### config.mk
export PLATFORM = sky130hd
export DESIGN_NAME = iq_frequency_shifter
export DESIGN_NICKNAME = d
export VERILOG_FILES = /design/src/hw/rtl/iqfs_pkg.sv /design/src/hw/rtl/iqfs_datapath.sv /design/src/hw/rtl/iqfs_ctrl.sv /design/src/hw/rtl/iq_frequency_shifter.sv
export VERILOG_INCLUDE_DIRS = /design/src /design/src/hw/rtl
export SDC_FILE = /design/constraint.sdc
export NUM_CORES = 2
export LEC_CHECK = 0
export BUFFER_PORTS_ARGS = -buffer_cell sky130_fd_sc_hd__buf_4
export CELL_PAD_IN_SITES_DETAIL_PLACEMENT = 1
export CELL_PAD_IN_SITES_GLOBAL_PLACEMENT = 1
export CORE_MARGIN = 3
export CORE_UTILIZATION = 40
export DETAILED_ROUTE_END_ITERATION = 10
export GPL_TIMING_DRIVEN = 0
export PLACE_DENSITY = 0.72
export SYNTH_ARGS = -nofsm -noshare
export SYNTH_HDL_FRONTEND = slang
export SYNTH_SLANG_ARGS = --single-unit
### constraint.sdc
create_clock -name clk -period 8.45 [get_ports clk]
set_clock_uncertainty 0.1 [all_clocks]
set_input_delay 1.69 -clock clk [delete_from_list [all_inputs] [get_ports clk]]
set_output_delay 1.69 -clock clk [all_outputs]
set_load 0.05 [all_outputs]
### src/hw/rtl/iq_frequency_shifter_defines.svh
// assertion macros for the iq frequency shifter
// included by modules that carry concurrent checks; needs clk and arst_n in scope
`ifndef IQ_FREQUENCY_SHIFTER_DEFINES_SVH
`define IQ_FREQUENCY_SHIFTER_DEFINES_SVH

// same-cycle implication
`define IQFS_ASSERT_IMP(lbl, ante, cons) \
	lbl: assert property (@(posedge clk) disable iff (!arst_n) (ante) |-> (cons)) \
		else $error("iqfs same-cycle check failed");

// next-cycle implication
`define IQFS_ASSERT_NEXT(lbl, ante, cons) \
	lbl: assert property (@(posedge clk) disable iff (!arst_n) (ante) |=> (cons)) \
		else $error("iqfs next-cycle check failed");

`endif

### src/hw/rtl/iqfs_pkg.sv
// shared types and constants of the iq frequency shifter
// used by iqfs_ctrl, iqfs_datapath and iq_frequency_shifter; no dependencies
`default_nettype none

package iqfs_pkg;

	localparam int SAMPLE_WIDTH_DEF = 16;
	localparam int OSC_WIDTH_DEF    = 18;
	localparam int CFG_INDEX_WIDTH  = 4;

	localparam logic [CFG_INDEX_WIDTH-1:0] REG_STEP_COS   = CFG_INDEX_WIDTH'(0);
	localparam logic [CFG_INDEX_WIDTH-1:0] REG_STEP_SIN   = CFG_INDEX_WIDTH'(1);
	localparam logic [CFG_INDEX_WIDTH-1:0] REG_SHIFT_UP   = CFG_INDEX_WIDTH'(2);
	localparam logic [CFG_INDEX_WIDTH-1:0] REG_QUARTER_FS = CFG_INDEX_WIDTH'(3);

	typedef enum logic [3:0] {
		MUL_OQ_C,
		MUL_OI_S,
		MUL_OI_C,
		MUL_OQ_S,
		MUL_RQ_NQ,
		MUL_RI_NI,
		MUL_RI_NQ,
		MUL_RQ_NI,
		MUL_NQ_NQ,
		MUL_NI_NI,
		MUL_G_NQ,
		MUL_G_NI
	} mul_sel_t;

	typedef enum logic [2:0] {
		ACC_HOLD,
		ACC_LOAD,
		ACC_ADD,
		ACC_SUB,
		ACC_C3_SUB
	} acc_op_t;

	typedef enum logic [2:0] {
		WB_NONE,
		WB_NQ,
		WB_NI,
		WB_OUTQ,
		WB_OUTI,
		WB_GAIN,
		WB_OSCQ,
		WB_OSCI
	} wb_sel_t;

	typedef struct packed {
		logic     take;
		mul_sel_t mul_sel;
		acc_op_t  acc_op;
		wb_sel_t  wb_sel;
		logic     out_load;
	} ctrl_cmd_t;

	typedef struct packed {
		logic quarter_mode;
		logic last;
		logic out_free;
	} dp_status_t;

endpackage

`default_nettype wire

### src/hw/rtl/iqfs_datapath.sv
// datapath: config registers, oscillator, shared multiplier, accumulator,
// rounding/saturation and output register; depends on iqfs_pkg
`default_nettype none

module iqfs_datapath
	import iqfs_pkg::*;
#(
	parameter int SAMPLE_WIDTH = SAMPLE_WIDTH_DEF,
	parameter int OSC_WIDTH    = OSC_WIDTH_DEF
) (
	input  wire logic                              clk,
	input  wire logic                              arst_n,
	input  wire ctrl_cmd_t                         cmd,
	output dp_status_t                             status,
	input  wire logic signed [SAMPLE_WIDTH-1:0]    sample_i,
	input  wire logic signed [SAMPLE_WIDTH-1:0]    sample_q,
	input  wire logic                              last_in_block,
	input  wire logic                              cfg_we,
	input  wire logic        [CFG_INDEX_WIDTH-1:0] cfg_index,
	input  wire logic        [OSC_WIDTH-1:0]       cfg_data,
	output logic                                   m_tvalid,
	input  wire logic                              m_tready,
	output logic signed [SAMPLE_WIDTH-1:0]         out_i,
	output logic signed [SAMPLE_WIDTH-1:0]         out_q
);

	localparam int SW = SAMPLE_WIDTH;
	localparam int OW = OSC_WIDTH;
	localparam int F  = OW - 2;
	localparam int MW = (SW > OW) ? SW : OW;
	localparam int PW = 2 * MW;
	localparam int AW = PW + 2;

	localparam logic signed [OW-1:0] OSC_ONE  = OW'(1) <<< F;
	localparam logic signed [AW-1:0] HALF_F   = AW'(1) <<< (F - 1);
	localparam logic signed [AW-1:0] HALF_G   = AW'(1) <<< F;
	localparam logic signed [AW-1:0] C3       = AW'(3) <<< (2 * F);
	localparam logic signed [AW-1:0] OSC_MAX  = AW'(signed'({1'b0, {(OW-1){1'b1}}}));
	localparam logic signed [AW-1:0] OSC_MIN  = AW'(signed'({1'b1, {(OW-1){1'b0}}}));
	localparam logic signed [AW-1:0] SMP_MAXW = AW'(signed'({1'b0, {(SW-1){1'b1}}}));
	localparam logic signed [AW-1:0] SMP_MINW = AW'(signed'({1'b1, {(SW-1){1'b0}}}));
	localparam logic signed [SW-1:0] SMP_MAX  = {1'b0, {(SW-1){1'b1}}};
	localparam logic signed [SW-1:0] SMP_MIN  = {1'b1, {(SW-1){1'b0}}};

	// control state
	logic signed [OW-1:0] step_cos_q, step_sin_q;
	logic                 shift_up_q, quarter_q;
	logic signed [OW-1:0] osc_i_q, osc_q_q;
	logic [1:0]           qph_q;
	logic                 m_tvalid_q;

	// payload
	logic                 last_q;
	logic signed [SW-1:0] ri_q, rq_q;
	logic signed [OW-1:0] nq_q, ni_q, g_q;
	logic signed [PW-1:0] p_q;
	logic signed [AW-1:0] acc_q;
	logic signed [SW-1:0] res_i_q, res_q_q;
	logic signed [SW-1:0] out_i_q, out_q_q;

	logic signed [SW-1:0] ri_in, rq_in, neg_ri, neg_rq, q_ni, q_nq;
	logic signed [MW-1:0] mul_a, mul_b;
	logic signed [AW-1:0] rnd_f, rnd_g;
	logic signed [OW-1:0] sat_osc, sat_gain;
	logic signed [SW-1:0] sat_smp;

	// role swap and quarter-rate rotation
	always_comb begin
		ri_in  = shift_up_q ? sample_i : sample_q;
		rq_in  = shift_up_q ? sample_q : sample_i;
		neg_ri = (ri_in == SMP_MIN) ? SMP_MAX : -ri_in;
		neg_rq = (rq_in == SMP_MIN) ? SMP_MAX : -rq_in;
		unique case (qph_q)
			2'd0: begin
				q_ni = ri_in;
				q_nq = rq_in;
			end
			2'd1: begin
				q_ni = rq_in;
				q_nq = neg_ri;
			end
			2'd2: begin
				q_ni = neg_ri;
				q_nq = neg_rq;
			end
			default: begin
				q_ni = neg_rq;
				q_nq = ri_in;
			end
		endcase
	end

	// shared multiplier operand select
	always_comb begin
		unique case (cmd.mul_sel)
			MUL_OQ_C: begin
				mul_a = MW'(osc_q_q);
				mul_b = MW'(step_cos_q);
			end
			MUL_OI_S: begin
				mul_a = MW'(osc_i_q);
				mul_b = MW'(step_sin_q);
			end
			MUL_OI_C: begin
				mul_a = MW'(osc_i_q);
				mul_b = MW'(step_cos_q);
			end
			MUL_OQ_S: begin
				mul_a = MW'(osc_q_q);
				mul_b = MW'(step_sin_q);
			end
			MUL_RQ_NQ: begin
				mul_a = MW'(rq_q);
				mul_b = MW'(nq_q);
			end
			MUL_RI_NI: begin
				mul_a = MW'(ri_q);
				mul_b = MW'(ni_q);
			end
			MUL_RI_NQ: begin
				mul_a = MW'(ri_q);
				mul_b = MW'(nq_q);
			end
			MUL_RQ_NI: begin
				mul_a = MW'(rq_q);
				mul_b = MW'(ni_q);
			end
			MUL_NQ_NQ: begin
				mul_a = MW'(nq_q);
				mul_b = MW'(nq_q);
			end
			MUL_NI_NI: begin
				mul_a = MW'(ni_q);
				mul_b = MW'(ni_q);
			end
			MUL_G_NQ: begin
				mul_a = MW'(g_q);
				mul_b = MW'(nq_q);
			end
			MUL_G_NI: begin
				mul_a = MW'(g_q);
				mul_b = MW'(ni_q);
			end
			default: begin
				mul_a = '0;
				mul_b = '0;
			end
		endcase
	end

	// round half up, then saturate
	always_comb begin
		rnd_f = (acc_q + HALF_F) >>> F;
		rnd_g = (acc_q + HALF_G) >>> (F + 1);
		if (rnd_f > OSC_MAX) begin
			sat_osc = OSC_MAX[OW-1:0];
		end else if (rnd_f < OSC_MIN) begin
			sat_osc = OSC_MIN[OW-1:0];
		end else begin
			sat_osc = rnd_f[OW-1:0];
		end
		if (rnd_g > OSC_MAX) begin
			sat_gain = OSC_MAX[OW-1:0];
		end else if (rnd_g < OSC_MIN) begin
			sat_gain = OSC_MIN[OW-1:0];
		end else begin
			sat_gain = rnd_g[OW-1:0];
		end
		if (rnd_f > SMP_MAXW) begin
			sat_smp = SMP_MAX;
		end else if (rnd_f < SMP_MINW) begin
			sat_smp = SMP_MIN;
		end else begin
			sat_smp = rnd_f[SW-1:0];
		end
	end

	always_ff @(posedge clk or negedge arst_n) begin
		if (!arst_n) begin
			step_cos_q <= OSC_ONE;
			step_sin_q <= '0;
			shift_up_q <= 1'b0;
			quarter_q  <= 1'b0;
			osc_i_q    <= '0;
			osc_q_q    <= OSC_ONE;
			qph_q      <= '0;
			m_tvalid_q <= 1'b0;
		end else begin
			if (cfg_we) begin
				unique case (cfg_index)
					REG_STEP_COS: begin
						step_cos_q <= cfg_data;
						osc_i_q    <= '0;
						osc_q_q    <= OSC_ONE;
					end
					REG_STEP_SIN: begin
						step_sin_q <= cfg_data;
						osc_i_q    <= '0;
						osc_q_q    <= OSC_ONE;
					end
					REG_SHIFT_UP:   shift_up_q <= cfg_data[0];
					REG_QUARTER_FS: quarter_q <= cfg_data[0];
					default: ;
				endcase
			end
			unique case (cmd.wb_sel)
				WB_OUTI: begin
					osc_q_q <= nq_q;
					osc_i_q <= ni_q;
				end
				WB_OSCQ: osc_q_q <= sat_osc;
				WB_OSCI: osc_i_q <= sat_osc;
				default: ;
			endcase
			if (cmd.take) begin
				if (last_in_block) begin
					qph_q <= '0;
				end else if (quarter_q) begin
					qph_q <= qph_q + 2'd1;
				end
			end
			if (cmd.out_load) begin
				m_tvalid_q <= 1'b1;
			end else if (m_tready) begin
				m_tvalid_q <= 1'b0;
			end
		end
	end

	always_ff @(posedge clk) begin
		if (cmd.take) begin
			ri_q    <= ri_in;
			rq_q    <= rq_in;
			last_q  <= last_in_block;
			res_i_q <= q_ni;
			res_q_q <= q_nq;
		end
		p_q <= mul_a * mul_b;
		unique case (cmd.acc_op)
			ACC_LOAD:   acc_q <= AW'(p_q);
			ACC_ADD:    acc_q <= acc_q + AW'(p_q);
			ACC_SUB:    acc_q <= acc_q - AW'(p_q);
			ACC_C3_SUB: acc_q <= C3 - AW'(p_q);
			default: ;
		endcase
		unique case (cmd.wb_sel)
			WB_NQ:   nq_q <= sat_osc;
			WB_NI:   ni_q <= sat_osc;
			WB_OUTQ: res_q_q <= sat_smp;
			WB_OUTI: res_i_q <= sat_smp;
			WB_GAIN: g_q <= sat_gain;
			default: ;
		endcase
		if (cmd.out_load) begin
			out_i_q <= shift_up_q ? res_i_q : res_q_q;
			out_q_q <= shift_up_q ? res_q_q : res_i_q;
		end
	end

	assign status.quarter_mode = quarter_q;
	assign status.last         = last_q;
	assign status.out_free     = !m_tvalid_q || m_tready;
	assign m_tvalid            = m_tvalid_q;
	assign out_i               = out_i_q;
	assign out_q               = out_q_q;

endmodule

`default_nettype wire

### src/hw/rtl/iqfs_ctrl.sv
// controller: sequences the shared multiplier, accumulator and writebacks
// depends on iqfs_pkg and iq_frequency_shifter_defines.svh
`default_nettype none

`include "iq_frequency_shifter_defines.svh"

module iqfs_ctrl
	import iqfs_pkg::*;
(
	input  wire logic       clk,
	input  wire logic       arst_n,
	input  wire logic       s_tvalid,
	output logic            s_tready,
	input  wire dp_status_t status,
	output ctrl_cmd_t       cmd
);

	typedef enum logic [4:0] {
		ST_IDLE,
		ST_K0, ST_K1, ST_K2, ST_K3, ST_K4, ST_K5, ST_K6, ST_K7, ST_K8, ST_K9, ST_K10,
		ST_G0, ST_G1, ST_G2, ST_G3, ST_G4, ST_G5, ST_G6,
		ST_DONE
	} state_t;

	state_t state_q, state_d;

	always_comb begin
		cmd          = '{take: 1'b0, mul_sel: MUL_OQ_C, acc_op: ACC_HOLD,
			wb_sel: WB_NONE, out_load: 1'b0};
		state_d      = state_q;
		s_tready     = 1'b0;
		unique case (state_q)
			ST_IDLE: begin
				s_tready = 1'b1;
				cmd.take = s_tvalid;
				if (s_tvalid) begin
					state_d = status.quarter_mode ? ST_DONE : ST_K0;
				end
			end
			// rotate oscillator
			ST_K0: begin
				cmd.mul_sel = MUL_OQ_C;
				state_d     = ST_K1;
			end
			ST_K1: begin
				cmd.mul_sel = MUL_OI_S;
				cmd.acc_op  = ACC_LOAD;
				state_d     = ST_K2;
			end
			ST_K2: begin
				cmd.mul_sel = MUL_OI_C;
				cmd.acc_op  = ACC_SUB;
				state_d     = ST_K3;
			end
			ST_K3: begin
				cmd.mul_sel = MUL_OQ_S;
				cmd.acc_op  = ACC_LOAD;
				cmd.wb_sel  = WB_NQ;
				state_d     = ST_K4;
			end
			// mix sample
			ST_K4: begin
				cmd.mul_sel = MUL_RQ_NQ;
				cmd.acc_op  = ACC_ADD;
				state_d     = ST_K5;
			end
			ST_K5: begin
				cmd.acc_op = ACC_LOAD;
				cmd.wb_sel = WB_NI;
				state_d    = ST_K6;
			end
			ST_K6: begin
				cmd.mul_sel = MUL_RI_NI;
				state_d     = ST_K7;
			end
			ST_K7: begin
				cmd.mul_sel = MUL_RI_NQ;
				cmd.acc_op  = ACC_SUB;
				state_d     = ST_K8;
			end
			ST_K8: begin
				cmd.mul_sel = MUL_RQ_NI;
				cmd.acc_op  = ACC_LOAD;
				cmd.wb_sel  = WB_OUTQ;
				state_d     = ST_K9;
			end
			ST_K9: begin
				cmd.acc_op = ACC_ADD;
				state_d    = ST_K10;
			end
			ST_K10: begin
				cmd.mul_sel = MUL_NQ_NQ;
				cmd.wb_sel  = WB_OUTI;
				state_d     = status.last ? ST_G0 : ST_DONE;
			end
			// end-of-block gain correction
			ST_G0: begin
				cmd.mul_sel = MUL_NI_NI;
				cmd.acc_op  = ACC_C3_SUB;
				state_d     = ST_G1;
			end
			ST_G1: begin
				cmd.acc_op = ACC_SUB;
				state_d    = ST_G2;
			end
			ST_G2: begin
				cmd.wb_sel = WB_GAIN;
				state_d    = ST_G3;
			end
			ST_G3: begin
				cmd.mul_sel = MUL_G_NQ;
				state_d     = ST_G4;
			end
			ST_G4: begin
				cmd.mul_sel = MUL_G_NI;
				cmd.acc_op  = ACC_LOAD;
				state_d     = ST_G5;
			end
			ST_G5: begin
				cmd.acc_op = ACC_LOAD;
				cmd.wb_sel = WB_OSCQ;
				state_d    = ST_G6;
			end
			ST_G6: begin
				cmd.wb_sel = WB_OSCI;
				state_d    = ST_DONE;
			end
			ST_DONE: begin
				cmd.out_load = status.out_free;
				if (status.out_free) begin
					state_d = ST_IDLE;
				end
			end
			default: state_d = ST_IDLE;
		endcase
	end

	always_ff @(posedge clk or negedge arst_n) begin
		if (!arst_n) begin
			state_q <= ST_IDLE;
		end else begin
			state_q <= state_d;
		end
	end

	`IQFS_ASSERT_NEXT(a_take_leaves_idle, s_tvalid && s_tready, state_q != ST_IDLE)
	`IQFS_ASSERT_NEXT(a_last_enters_gain, state_q == ST_K10 && status.last, state_q == ST_G0)
	`IQFS_ASSERT_IMP(a_load_when_free, cmd.out_load, status.out_free && state_q == ST_DONE)

endmodule

`default_nettype wire

### src/hw/rtl/iq_frequency_shifter.sv
// Frequency shifter for I/Q sample streams. Each transfer on the s_ side gives one shifted
// I/Q pair on the m_ side. One shared signed multiplier forms every product in turn, so a
// normal-mode sample runs through the oscillator rotation and mixing states, and also
// through the gain correction states when s_tlast marks the end of a block; quarter-fs
// mode skips both. A new sample is taken once the previous result is in the output
// register. Register writes on the cfg_ channel take effect at once and are to be made
// while no sample is in flight; a step write restarts the oscillator at (0, 1.0).
// top level; depends on iqfs_pkg, iqfs_ctrl and iqfs_datapath
`default_nettype none

module iq_frequency_shifter
	import iqfs_pkg::*;
#(
	parameter int SAMPLE_WIDTH = SAMPLE_WIDTH_DEF,
	parameter int OSC_WIDTH    = OSC_WIDTH_DEF,
	parameter int TDATA_WIDTH  = ((2 * SAMPLE_WIDTH + 7) / 8) * 8
) (
	input  wire logic                       clk,
	input  wire logic                       arst_n,
	input  wire logic                       s_tvalid,
	output logic                            s_tready,
	input  wire logic [TDATA_WIDTH-1:0]     s_tdata,   // sample_i, sample_q, zero pad
	input  wire logic                       s_tlast,   // last_in_block
	output logic                            m_tvalid,
	input  wire logic                       m_tready,
	output logic [TDATA_WIDTH-1:0]          m_tdata,   // out_i, out_q, zero pad
	input  wire logic                       cfg_valid,
	output logic                            cfg_ready,
	input  wire logic [CFG_INDEX_WIDTH-1:0] cfg_index,
	input  wire logic [OSC_WIDTH-1:0]       cfg_data
);

	ctrl_cmd_t                        cmd;
	dp_status_t                       status;
	logic signed [SAMPLE_WIDTH-1:0]   out_i, out_q;

	assign cfg_ready = 1'b1;

	iqfs_ctrl u_ctrl (
		.clk      (clk),
		.arst_n   (arst_n),
		.s_tvalid (s_tvalid),
		.s_tready (s_tready),
		.status   (status),
		.cmd      (cmd)
	);

	iqfs_datapath #(
		.SAMPLE_WIDTH (SAMPLE_WIDTH),
		.OSC_WIDTH    (OSC_WIDTH)
	) u_datapath (
		.clk           (clk),
		.arst_n        (arst_n),
		.cmd           (cmd),
		.status        (status),
		.sample_i      (signed'(s_tdata[SAMPLE_WIDTH-1:0])),
		.sample_q      (signed'(s_tdata[2*SAMPLE_WIDTH-1:SAMPLE_WIDTH])),
		.last_in_block (s_tlast),
		.cfg_we        (cfg_valid),
		.cfg_index     (cfg_index),
		.cfg_data      (cfg_data),
		.m_tvalid      (m_tvalid),
		.m_tready      (m_tready),
		.out_i         (out_i),
		.out_q         (out_q)
	);

	assign m_tdata = TDATA_WIDTH'({out_q, out_i});

endmodule

`default_nettype wire
==> load_flow_metrics.sql <==
INSERT INTO impl_metrics (metric_group, metric, value, unit) VALUES
('logic_synthesis', 'netlist_area', '30700', 'um^2'),
('min_path', 'min_path_type', 'flop to flop', ''),
('critical_path', 'worst_path_cell_with_the_longest_stage_delay', 'sky130_fd_sc_hd__fa_2', ''),
('timing', 'tns', '0', 'ns'),
('place', 'finalWeightedCongestion', '0.937', ''),
('critical_path', 'cp_data_arrival_time', '8.68', 'ns'),
('min_path', 'min_delay_path_depth', '2', ''),
('timing', 'setup_slack', '0.145', 'ns'),
('logic_synthesis', 'synth-async-reset-ratio', '0.267', ''),
('critical_path', 'cp_common_cell', 'sky130_fd_sc_hd__fa_1', ''),
('logic_synthesis', 'ys_warn_count', '0', ''),
('clocking', 'cts_htree_levels', '2', ''),
('logic_synthesis', 'synth_ff_type', 'sky130_fd_sc_hd__edfxtp_1', ''),
('clocking', 'tritoncts_num_sinks', '307', ''),
('min_path', 'hp-start', 'u_datapath.osc_i_q[0]', ''),
('clocking', 'cts-hold-fix-buffers', '0', ''),
('logic_synthesis', 'total_nets_after_synthesis', '3823', ''),
('grt', 'grt_overflow', '0', ''),
('floorplan', 'die_area', '80200', 'um^2'),
('place', 'buffer_ports.inserted', '93', ''),
('status', 'outcome', 'completed', ''),
('clocking', 'clockRootBuffer', 'sky130_fd_sc_hd__clkbuf_16', ''),
('place', 'place_worst_setup_slack', '-2.19', 'ns'),
('routing', 'routed_via_density', '5.76', ''),
('min_path', 'min_to', 'u_datapath.osc_i_q[0]', ''),
('critical_path', 'timing.critical_path.fanout_max', '10', ''),
('timing', 'clock.fmax', '0.120', 'GHz'),
('logic_synthesis', 'syn_inst', '3294', ''),
('layout', 'area_growth_synth_to_finish', '16.2', '%'),
('critical_path', 'crit-reg2reg-capture', 'u_datapath.p_q[32]', ''),
('timing', 'worstMarginPinSlew', '1.16', 'ns'),
('critical_path', 'critical_setup_path_class', 'flop to flop', ''),
('critical_path', 'critPathCaptureType', 'flop', ''),
('critical_path', 'worst_path_largest_cell_delay', '0.57', 'ns'),
('clocking', 'worstSkewPairLatency', '0.58', 'ns'),
('critical_path', 'timing.reg2reg.setup_slack', '0.14', 'ns'),
('logic_synthesis', 'avgSynthCellArea', '9.34', 'um^2'),
('floorplan', 'initial_utilization', '0.404', ''),
('grt', 'number_of_global_route_vias_before_repair', '27200', ''),
('timing', 'drv_slew', '0', ''),
('layout', 'final.fill_count', '8679', ''),
('logic_synthesis', 'ys_types', '90', ''),
('place', 'dp.final_hpwl', '90100', 'um'),
('logic_synthesis', 'postSynthRegisterBits', '307', ''),
('floorplan', 'std_cell_rows', '101', ''),
('critical_path', 'timing.rr.start', 'u_ctrl.state_q[2]', ''),
('floorplan', 'die_height', '283', 'um'),
('clocking', 'worst_setup_hold_path_clk_slew', '0.06', 'ns'),
('layout', 'nNetsFinal', '4018', ''),
('clocking', 'cts-root-to-sink-buffers', '3', ''),
('floorplan', 'placeableCoreArea', '76100', 'um^2'),
('timing', 'finalWorstPathRequiredPeriod', '8.31', 'ns'),
('timing', 'timing.final.crit_share', '0.983', ''),
('timing', 'setup_viol', '0', ''),
('timing', 'finalHoldViolCount', '0', ''),
('routing', 'drc', '0', ''),
('layout', 'finish.instance_area', '35700', 'um^2'),
('routing', 'final_routed_wire_length_divided_by_cell_count', '25.1', 'um'),
('grt', 'grt_pass1_wl', '173000', 'um'),
('grt', 'grt_antenna_before_repair', '4', ''),
('floorplan', 'die-width', '283', 'um'),
('timing', 'relSlewSlack', '0.228', ''),
('layout', 'commonest_non_fill_non_tap_cell_in_the_layout', 'sky130_fd_sc_hd__inv_1', ''),
('grt', 'grt_max_degree', '83', ''),
('routing', 'detailroute.via_count', '26200', ''),
('run', 'max_cap_violations', '0', ''),
('logic_synthesis', 'synth.yosys.seq_area_share', '0.275', ''),
('clocking', 'tritoncts_clock_tree', 'done', ''),
('floorplan', 'io_pins', '95', ''),
('layout', 'drive_gt1_frac', '0.153', ''),
('critical_path', 'rr_worst_depth', '31', ''),
('routing', 'drtAntennaViolNets', '0', ''),
('critical_path', 'required', '8.83', 'ns'),
('routing', 'drt_wl_total', '114000', 'um'),
('layout', 'postLayoutCoreUtil', '0.470', ''),
('clocking', 'number_of_buffers_created_by_cts', '37', ''),
('layout', 'most_frequent_cells_in_the_layout', '473 x sky130_fd_sc_hd__inv_1, 323 x sky130_fd_sc_hd__fa_1, 306 x sky130_fd_sc_hd__nand2_1', ''),
('logic_synthesis', 'synth_edf_count', '189', ''),
('routing', 'firstDrtPassIters', '5', ''),
('grt', 'groute.usage.overall', '0.280', ''),
('critical_path', 'worst_setup_path_start_kind', 'flop', ''),
('place', 'placed_cell_areas', '33000', 'um^2'),
('routing', 'initialDrtViolationCount', '2648', '');
## sequential cells by signal, indices dropped and copies added, names as in the netlist, 2 cells and up
signal	count
u_datapath.osc_i_q	18
u_datapath.rq_q	16
u_datapath.res_q_q	16
u_datapath.g_q	18
u_datapath.out_q	16
u_datapath.step_sin_q	18
u_datapath.step_cos_q	18
u_datapath.p_q	36
u_datapath.ni_q	18
u_ctrl.state_q	5
u_datapath.acc_q	38
u_datapath.res_i_q	16
u_datapath.qph_q	2
u_datapath.out_i	16
u_datapath.ri_q	16
u_datapath.nq_q	18
u_datapath.osc_q_q	18
## worst max path at each step
stage	start	end	slack [ns]
global route	u_ctrl.state_q[2]	u_datapath.p_q[32]	-0.16
finish	u_ctrl.state_q[2]	u_datapath.p_q[32]	0.14
global placement	u_ctrl.state_q[1]	u_datapath.p_q[35]	-2.39
CTS	u_ctrl.state_q[3]	u_datapath.p_q[32]	0.002
detailed placement	u_ctrl.state_q[1]	u_datapath.p_q[35]	-2.19
floorplan	u_ctrl.state_q[1]	u_datapath.p_q[34]	0.58
## final cells by class
class	count	area [um^2]	area share
repair buffers	170	1480	0.0414
plain buffers	144	847	0.0237
multi-input cells	2351	20600	0.575
clock buffers	46	1010	0.0283
clock inverters	22	295	0.00826
inverters	478	1800	0.0503
flip-flops and latches	307	8450	0.237
well taps	1030	1290	0.0361
diodes	1	2.50	0.0000700
## cells in the mapped netlist (all sizes together) (8+ instances only)
library cell  count  area share
nand4            18      0.0041
buf              29      0.0048
fa              331        0.22
mux2i            25      0.0081
clkbuf          129       0.016
nand2           311       0.038
nor4             15      0.0052
inv             478       0.058
nor2            284       0.035
a221o            20      0.0065
a221oi           24      0.0070
a22o             29      0.0083
edfxtp          189        0.18
or2              13      0.0026
o21ai           187       0.031
a21oi           178       0.029
o21bai            8      0.0020
ha              138       0.056
nor3             64       0.011
a21o             45       0.011
nor2b            24      0.0049
dfrtp            80       0.065
nor3b            14      0.0036
or3              23      0.0047
xnor2            96       0.027
dfxtp            36       0.023
nand3            40      0.0065
a21boi            8      0.0020
nand2b           25      0.0051
a211o            17      0.0048
a31oi            12      0.0024
a211oi           26      0.0063
and3             21      0.0043
xor2             62       0.018
o31ai             9      0.0022
a22oi            84       0.021
mux2             90       0.033
and2             12      0.0024
a222oi            8      0.0026
o21a             14      0.0034
## stage by stage
step                hold WS [ns]  std cells
floorplan                  0.373       3294
global placement           0.386       4417
detailed placement         0.395       4437
CTS                        0.414       4528
global route               0.439       4548
finish                     0.414       4549
## per-layer routing
| layer | global-route usage | share of wire | vias up |
|---|---|---|---|
| li1 | - | - | 11600 |
| met1 | 0.407 | 0.44 | 13500 |
| met2 | 0.432 | 0.45 | 983 |
| met3 | 0.0516 | 0.080 | 166 |
| met4 | 0.0699 | 0.027 | 6 |
| met5 | 0 | 0.00036 | - |
## cell families after synthesis
group | Yosys count | share of synthesized area
AND/OR/NAND/NOR | 875 | 0.130
AO/OA/AOI/OAI | 733 | 0.158
buffers and inverters | 636 | 0.0791
adder cells (fa/ha/maj) | 469 | 0.272
flip-flops | 307 | 0.275
XOR/XNOR | 158 | 0.0450
multiplexers | 115 | 0.0411
other | 1 | 0.000122
## what timing repair did
item | in CTS | in global routing
endpoints found under the hold margin | 0 | 0
pin swaps | 17 | 31
gates resized for setup | 188 | 85
cloned | 1 | 0
buffers inserted | 33 | 22
endpoints found under the setup margin | 25 | 15
## worst max-delay path: cells and delay by family (launching register included)
family	cells	cell delay [ns]
AO/OA/AOI/OAI	9	2.20
flip-flops	1	0.38
XOR/XNOR	1	0.15
buffers and inverters	8	0.99
AND/OR/NAND/NOR	6	0.87
adder cells (fa/ha/maj)	7	3.52
Power is left out: the tool's default activity adds up to more than one toggle a clock period on the data nets, which glitch-free logic cannot reach.
